$ cat src/sv/tpv_pkg.sv
// ----------------------------------------------------------------------------
// tpv_pkg
// Shared widths, constants and beat types of the triangle prism volume unit.
// ----------------------------------------------------------------------------
package tpv_pkg;

  // Coordinate format: signed Q11.12.
  localparam int COORD_W   = 24;
  localparam int FRAC_W    = 12;
  localparam int AREA_W    = 40;
  localparam int VOL_W     = 49;

  // Edge vectors, their products and the cross product.
  localparam int DIFF_W    = COORD_W + 1;
  localparam int PROD_W    = 2 * DIFF_W;
  localparam int CROSS_W   = PROD_W;
  localparam int MAG_W     = CROSS_W - 1;
  localparam int LO_W      = MAG_W / 2;
  localparam int HI_W      = MAG_W - LO_W;

  // Squared cross product and the radicand handed to the root units.
  localparam int SQ_W      = 2 * MAG_W;
  localparam int SUM_W     = SQ_W + 2;
  localparam int SQ_SHIFT  = 2 * FRAC_W + 2;
  localparam int VAL_W     = SUM_W - SQ_SHIFT;
  localparam int ROOT_W    = (VAL_W + 1) / 2;

  // Centroid and depth below the waterline.
  localparam int ZSUM_W    = COORD_W + 2;
  localparam int DEPTH_W   = ZSUM_W + 1;
  localparam int CENT_SHIFT = ZSUM_W + 1;
  localparam int CENT_MUL  = ((1 << CENT_SHIFT) + 2) / 3;
  localparam int CENT_OFS  = 3 * (1 << (COORD_W - 1));

  // Volume product and the divide by three.
  localparam int VPROD_W   = MAG_W + ZSUM_W;
  localparam int VOL_SHIFT = 2 * FRAC_W + 1;
  localparam int VQ_W      = VPROD_W - VOL_SHIFT;
  localparam int DIV_CHUNK = 8;
  localparam int DIV_STAGES = (VQ_W + DIV_CHUNK - 1) / DIV_CHUNK;
  localparam int DIV_PAD_W = DIV_STAGES * DIV_CHUNK;
  localparam int DIV_CUR_W = DIV_CHUNK + 2;
  localparam int DIV_SHIFT = DIV_CUR_W + 1;
  localparam int DIV_MUL   = ((1 << DIV_SHIFT) + 2) / 3;

  // Pipeline depths.
  localparam int GEOM_STAGES  = 7;
  localparam int SQRT_STAGES  = ROOT_W;
  localparam int ALIGN_STAGES = SQRT_STAGES - DIV_STAGES;

  typedef struct packed {
    logic signed [COORD_W-1:0] v0_x;
    logic signed [COORD_W-1:0] v0_y;
    logic signed [COORD_W-1:0] v0_z;
    logic signed [COORD_W-1:0] v1_x;
    logic signed [COORD_W-1:0] v1_y;
    logic signed [COORD_W-1:0] v1_z;
    logic signed [COORD_W-1:0] v2_x;
    logic signed [COORD_W-1:0] v2_y;
    logic signed [COORD_W-1:0] v2_z;
  } panel_t;

  typedef struct packed {
    logic [AREA_W-1:0]         surface_area;
    logic [AREA_W-1:0]         plan_area;
    logic [VOL_W-1:0]          prism_volume;
    logic signed [COORD_W-1:0] centroid_height;
    logic                      dry_flag;
    logic                      degenerate_flag;
  } result_t;

  typedef struct packed {
    logic signed [COORD_W-1:0] centroid;
    logic                      dry;
    logic                      degen;
  } side_t;

  typedef struct packed {
    logic [VOL_W-1:0] volume;
    side_t            side;
  } track_t;

endpackage

$ cat src/sv/tpv_div3.sv
// ----------------------------------------------------------------------------
// tpv_div3
// Pipelined floor division by three, one byte of quotient per stage.
// ----------------------------------------------------------------------------
module tpv_div3 import tpv_pkg::*; (
  input  logic            clk,
  input  logic            rst,
  input  logic            en,
  input  logic            num_valid,
  input  logic [VQ_W-1:0] num,
  input  side_t           side,
  output logic            quot_valid,
  output track_t          quot
);

  // Each stage replaces its byte of the numerator by the quotient byte.
  logic [DIV_PAD_W-1:0]  word [DIV_STAGES];
  logic [1:0]            rem  [DIV_STAGES];
  side_t                 info [DIV_STAGES];
  logic [DIV_STAGES-1:0] vld;

  always_ff @(posedge clk) begin
    if (rst) begin
      vld <= '0;
    end else if (en) begin
      vld <= {vld[DIV_STAGES-2:0], num_valid};
    end
  end

  for (genvar k = 0; k < DIV_STAGES; k++) begin : g_stage
    localparam int POS = DIV_PAD_W - 1 - DIV_CHUNK * k;
    logic [DIV_PAD_W-1:0]   word_in;
    logic [1:0]             rem_in;
    side_t                  info_in;
    logic [DIV_CUR_W-1:0]   cur;
    logic [2*DIV_CUR_W-1:0] prod;
    logic [DIV_CHUNK-1:0]   qd;
    logic [DIV_CUR_W-1:0]   back;
    logic [DIV_PAD_W-1:0]   word_next;

    if (k == 0) begin : g_first
      assign word_in = DIV_PAD_W'(num);
      assign rem_in  = '0;
      assign info_in = side;
    end else begin : g_next
      assign word_in = word[k-1];
      assign rem_in  = rem[k-1];
      assign info_in = info[k-1];
    end

    always_comb begin
      cur       = {rem_in, word_in[POS -: DIV_CHUNK]};
      prod      = (2*DIV_CUR_W)'(cur) * (2*DIV_CUR_W)'(DIV_MUL);
      qd        = prod[DIV_SHIFT +: DIV_CHUNK];
      back      = {1'b0, qd, 1'b0} + DIV_CUR_W'(qd);
      word_next = word_in;
      word_next[POS -: DIV_CHUNK] = qd;
    end

    always_ff @(posedge clk) begin
      if (en) begin
        word[k] <= word_next;
        rem[k]  <= 2'(cur - back);
        info[k] <= info_in;
      end
    end
  end

  assign quot_valid  = vld[DIV_STAGES-1];
  assign quot.volume = word[DIV_STAGES-1][VOL_W-1:0];
  assign quot.side   = info[DIV_STAGES-1];

endmodule

$ cat config.mk
export PLATFORM = sky130hd
export DESIGN_NAME = tpv_div3
export DESIGN_NICKNAME = d
export VERILOG_FILES = /design/src/sv/tpv_pkg.sv /design/src/sv/tpv_div3.sv
export SDC_FILE = /design/constraint.sdc
export NUM_CORES = 1
export LEC_CHECK = 0
export ABC_AREA = 1
export ABC_CLOCK_PERIOD_IN_PS = 12900
export BUFFER_PORTS_ARGS = -buffer_cell sky130_fd_sc_hd__clkbuf_2
export CORE_MARGIN = 4
export CORE_UTILIZATION = 65
export CTS_CLUSTER_SIZE = 30
export DETAILED_ROUTE_END_ITERATION = 16
export HOLD_SLACK_MARGIN = 0.1
export PLACE_DENSITY = 0.87
export SYNTH_ARGS = -nofsm -noshare
export SYNTH_HDL_FRONTEND = slang
export SYNTH_SLANG_ARGS = --single-unit
$ cat constraint.sdc
create_clock -name clk -period 12.9 [get_ports clk]
set_clock_uncertainty 0.2 [all_clocks]
set_input_delay 2.58 -clock clk [delete_from_list [all_inputs] [get_ports clk]]
set_output_delay 2.58 -clock clk [all_outputs]
set_load 0.005 [all_outputs]
* Yosys cells after proc, flatten, opt, wreduce, memory -nomap -nowiden *
Memories as Yosys holds them, arrays and structs flattened.
Index checks and enable logic that the tools add are counted.
Widths: inputs -> output; s select.

storage, ports and cells
  output and inout bits = 76
  input bits = 80
  word-level logic and storage cells = 27
  memory bits (writable) = 588
  flip-flop bits (word level) = 7
  memories = 3

operators by class
  add/subtract/negate cells = 14
  muxes and demuxes = 2
  multiply operators = 7

memories
  name  depth  width  rd ports  clocked after memory_dff  wr ports  line            text
  word  7      56     7         0                         7         tpv_div3.sv:17  logic [DIV_PAD_W-1:0] word [DIV_STAGES];
  info  7      26     7         0                         7         tpv_div3.sv:19  side_t info [DIV_STAGES];
  rem   7      2      6         0                         7         tpv_div3.sv:18  logic [1:0] rem [DIV_STAGES];

operator list
  cell                    number
  $mul 10x10->19 const B  6
  $sub 2x2->2             7
  $add 2x2->2             6
  $mul 2x10->12 const B   1
  $add 2x1->2             1
  $mux 1                  2

* Logic depth before layout (Yosys ltp) *
An unclocked memory read counts as a cell.

  depth in word-level cells = 4
  depth in mapped cells = 27
  depth with buffers taken out = 27

* Worst setup path before layout *
OpenSTA, ideal clock, no wires.

  kind = register to register
  start point = memory word[2][29] in the netlist's numbering
  end point = memory rem[3][1] (data pin)
  data arrival time = 4.652 ns
  period minus slack after synthesis = 5.104 ns
  required time = 12.448 ns
  stages on the path, launching flop included = 26
  path slack = 7.796 ns
  cells stage by stage = edfxtp_1 ha_1 ha_1 inv_1 fa_1 inv_1 fa_1 inv_1 fa_1 inv_1 ha_1 a21o_1 a21boi_1 nand3_1 nand2_1 nand2_1 ha_1 inv_1 ha_1 nor2_1 xor2_1 inv_1 nand3_1 nand2_1 nand2_1 nand2_1

RTL lines
  element      line
  from (decl)  tpv_div3.sv:17
  to (decl)    tpv_div3.sv:18

==> impl_metrics.toml <==
[run_status]
status = "completed"

[floorplanning]
dieWidth_um = 216
initial_core_util = 0.665
core-area_um2 = 42300
die_h_um = 216
row_count = 75
die_area_um2 = 46700
ioPinCount = 156

[drt]
num_vias = 15500
drc = 0
via_per_inst = 5.26
drt_iter0_drc = 838
ant_nets = 0
wl_um = 48800
drt_pass1_iterations = 5
wire_per_inst_um = 16.5

[synth]
synth_adder_area_share = 0.248
yosys.area.top_type = "edfxtp_1"
synth_top_area_share = 0.573
avgSynthCellArea_um2 = 13.3
async_flop_share = 0
synth_compound_area_frac = 0.0279
synth.distinct_cells = 33
syn_inst = 2119
synth-xor-area-share = 0.0159
ys_seq_elements = 544
ys_seq_area_frac = 0.578
synth_edf_count = 537
synth.area.mux_share = 0
synth_nets = 2682
synthTopCellsByArea = "edfxtp_1, ha_1, fa_1"
synth-simple-area-share = 0.0784
synth_top_family_by_area = "adder cells"
syn_area_um2 = 28100
synthTopCellsByCount = "edfxtp_1, inv_1, ha_1"
yosysWarnings = 0
synth_most_common_cell = "edfxtp_1"
synthFlopType = "edfxtp_1"

[clock_network]
root_buffer = "clkbuf_16"
ctsResizeCount = 0
post-cts-setup-buffer-count = 0
cts_buffers = 54
cts.sinks = 544
cts_hold_buffers = 0
cts_buffer_depth = 3
clock_latency_ns = 0.62
path_clk_slew_ns = 0.06
cts_max_level = 2
cts_tree = "built"

[timing]
relSlewSlack = 0.301
period_needed_ns = 5.52
tns_ns = 0
finalCritPeriodShare = 0.428
hold_violations = 0
fmax_mhz = 181
slew_violations = 0
setup_violations = 0
rsz0062_at_grt = "no"
worst_slew_pin_slew_ns = 1.05

[placed_design]
portBuffers = 155
place_congestion = 0.942
hpwl_um = 35900

[worst_hold_path]
min_path_type = "flop to flop"

[worst_setup_path]
cp_max_fo = 7
arrival_ns = 5.68
crit_path_end_kind = "flop"
slowest_stage = "fa_1"
required_ns = 13.06
crit_family = "adder cells"
crit_buf_inv = 3
crit_path_start_kind = "flop"
cp_slowest_stage_delay_ns = 0.52
cp_cell_sequence = "ha_1 > inv_1 > fa_1 > fa_1 > inv_1 > fa_1 > ha_1 > ha_1 > a21oi_1 > a21boi_0 > nand3_1 > nand2_1 > nand2_1 > ha_1 > inv_1 > ha_1 > nor2_1 > xor2_1 > nand3b_1 > nand2_1 > nand2_1 > nand2_1"
critPathKind = "flop to flop"

[run]
drv_cap = 0

[global_routing]
grt_pass1_wl_um = 80500
antenna_found_initial = 2
grt_start_max_net_pins = 197
gr-total-overflow = 0
grt_pass1_vias = 16100
grt_usage = 0.216

[final_layout]
area_delta_synth_final_pct = 11.9
fill_cells = 2730
drive_above_1_share = 0.112
nets = 2896
-- final timing paths --
kind | from | end | slack [ns] | cells past startpoint
worst max-delay path | word[1][33] | rem[2][1] | 7.38 | 22
worst min-delay path | word[3][32] | word[4][32] | 0.20 | 0
worst max register to register | word[1][33] | rem[2][1] | 7.38 | 22
worst min register to register | word[3][32] | word[4][32] | 0.20 | 0
-- sequential cells by signal (all words and copies together) (netlist names) --
| signal | count |
|---|---|
| info | 182 |
| vld | 7 |
| rem | 12 |
| word | 343 |
-- layer usage --
metal	part of all wire	GRT usage	routed length [um]	up-vias
met5	0	0	0	-
met4	0.029	0.0685	1430	0
met3	0.041	0.0305	2020	102
met2	0.52	0.390	25500	328
met1	0.41	0.270	19800	7426
li1	-	-	-	7674
-- worst reg2reg max path: stages (launching register included) --
cell and delay, ns:
edfxtp_1 0.51, ha_1 0.38, inv_1 0.12, fa_1 0.45
fa_1 0.52, inv_1 0.05, fa_1 0.45, ha_1 0.29
ha_1 0.32, a21oi_1 0.19, a21boi_0 0.37, nand3_1 0.12
nand2_1 0.08, nand2_1 0.10, ha_1 0.32, inv_1 0.05
ha_1 0.17, nor2_1 0.12, xor2_1 0.20, nand3b_1 0.15
nand2_1 0.06, nand2_1 0.05, nand2_1 0.04
-- cells in the final DEF, fill, tap and decap left out, drive strengths merged, types with 3 or more instances in the layout --
cell	synthesis	routed
o21ai	28	28
a21o	7	7
nand3	66	66
dfxtp	7	7
edfxtp	537	537
a21oi	82	82
a21boi	3	3
clkinv	0	15
clkbuf	1	223
nand2	326	326
nand4	18	18
buf	0	5
fa	126	126
ha	357	357
bufinv	0	6
xor2	33	33
o31ai	3	3
o21bai	11	11
nor2	73	73
nor4	5	5
nand3b	8	8
nor3	19	19
inv	383	392
xnor2	18	18
-- cell families after synthesis --
logic type / after synthesis
buffers and inverters: 384
adder cells (fa/ha/maj): 483
AO/OA/AOI/OAI: 140
XOR/XNOR: 51
flip-flops: 544
AND/OR/NAND/NOR: 517
-- stage by stage --
step / hold slack [ns] / utilization / instance area (um2) / worst slack, ns / instances
final: 0.202 / 0.744 / 31500 / 7.38 / 2955
after global routing: 0.215 / 0.744 / 31500 / 7.00 / 2955
after CTS: 0.208 / 0.744 / 31500 / 7.39 / 2953
after detailed placement: 0.205 / 0.701 / 29700 / 7.29 / 2854
after global placement: 0.200 / 0.701 / 29700 / 7.37 / 2854
after floorplan: 0.200 / - / 28100 / 7.80 / 2119
-- area by class of cell --
| type | instances | area, um2 | area share |
|---|---|---|---|
| clock inverter | 30 | 395 | 0.0126 |
| antenna | 2 | 5.00 | 0.000159 |
| timing repair buffer | 159 | 828 | 0.0263 |
| inverter | 383 | 1440 | 0.0457 |
| tap | 577 | 722 | 0.0229 |
| clock buffer | 69 | 1410 | 0.0447 |
| multi-input combinational | 1191 | 10400 | 0.331 |
| sequential | 544 | 16300 | 0.517 |
Power is not shown: default switching activity piles up to over one toggle a cycle in this logic, so the estimate is an artifact.
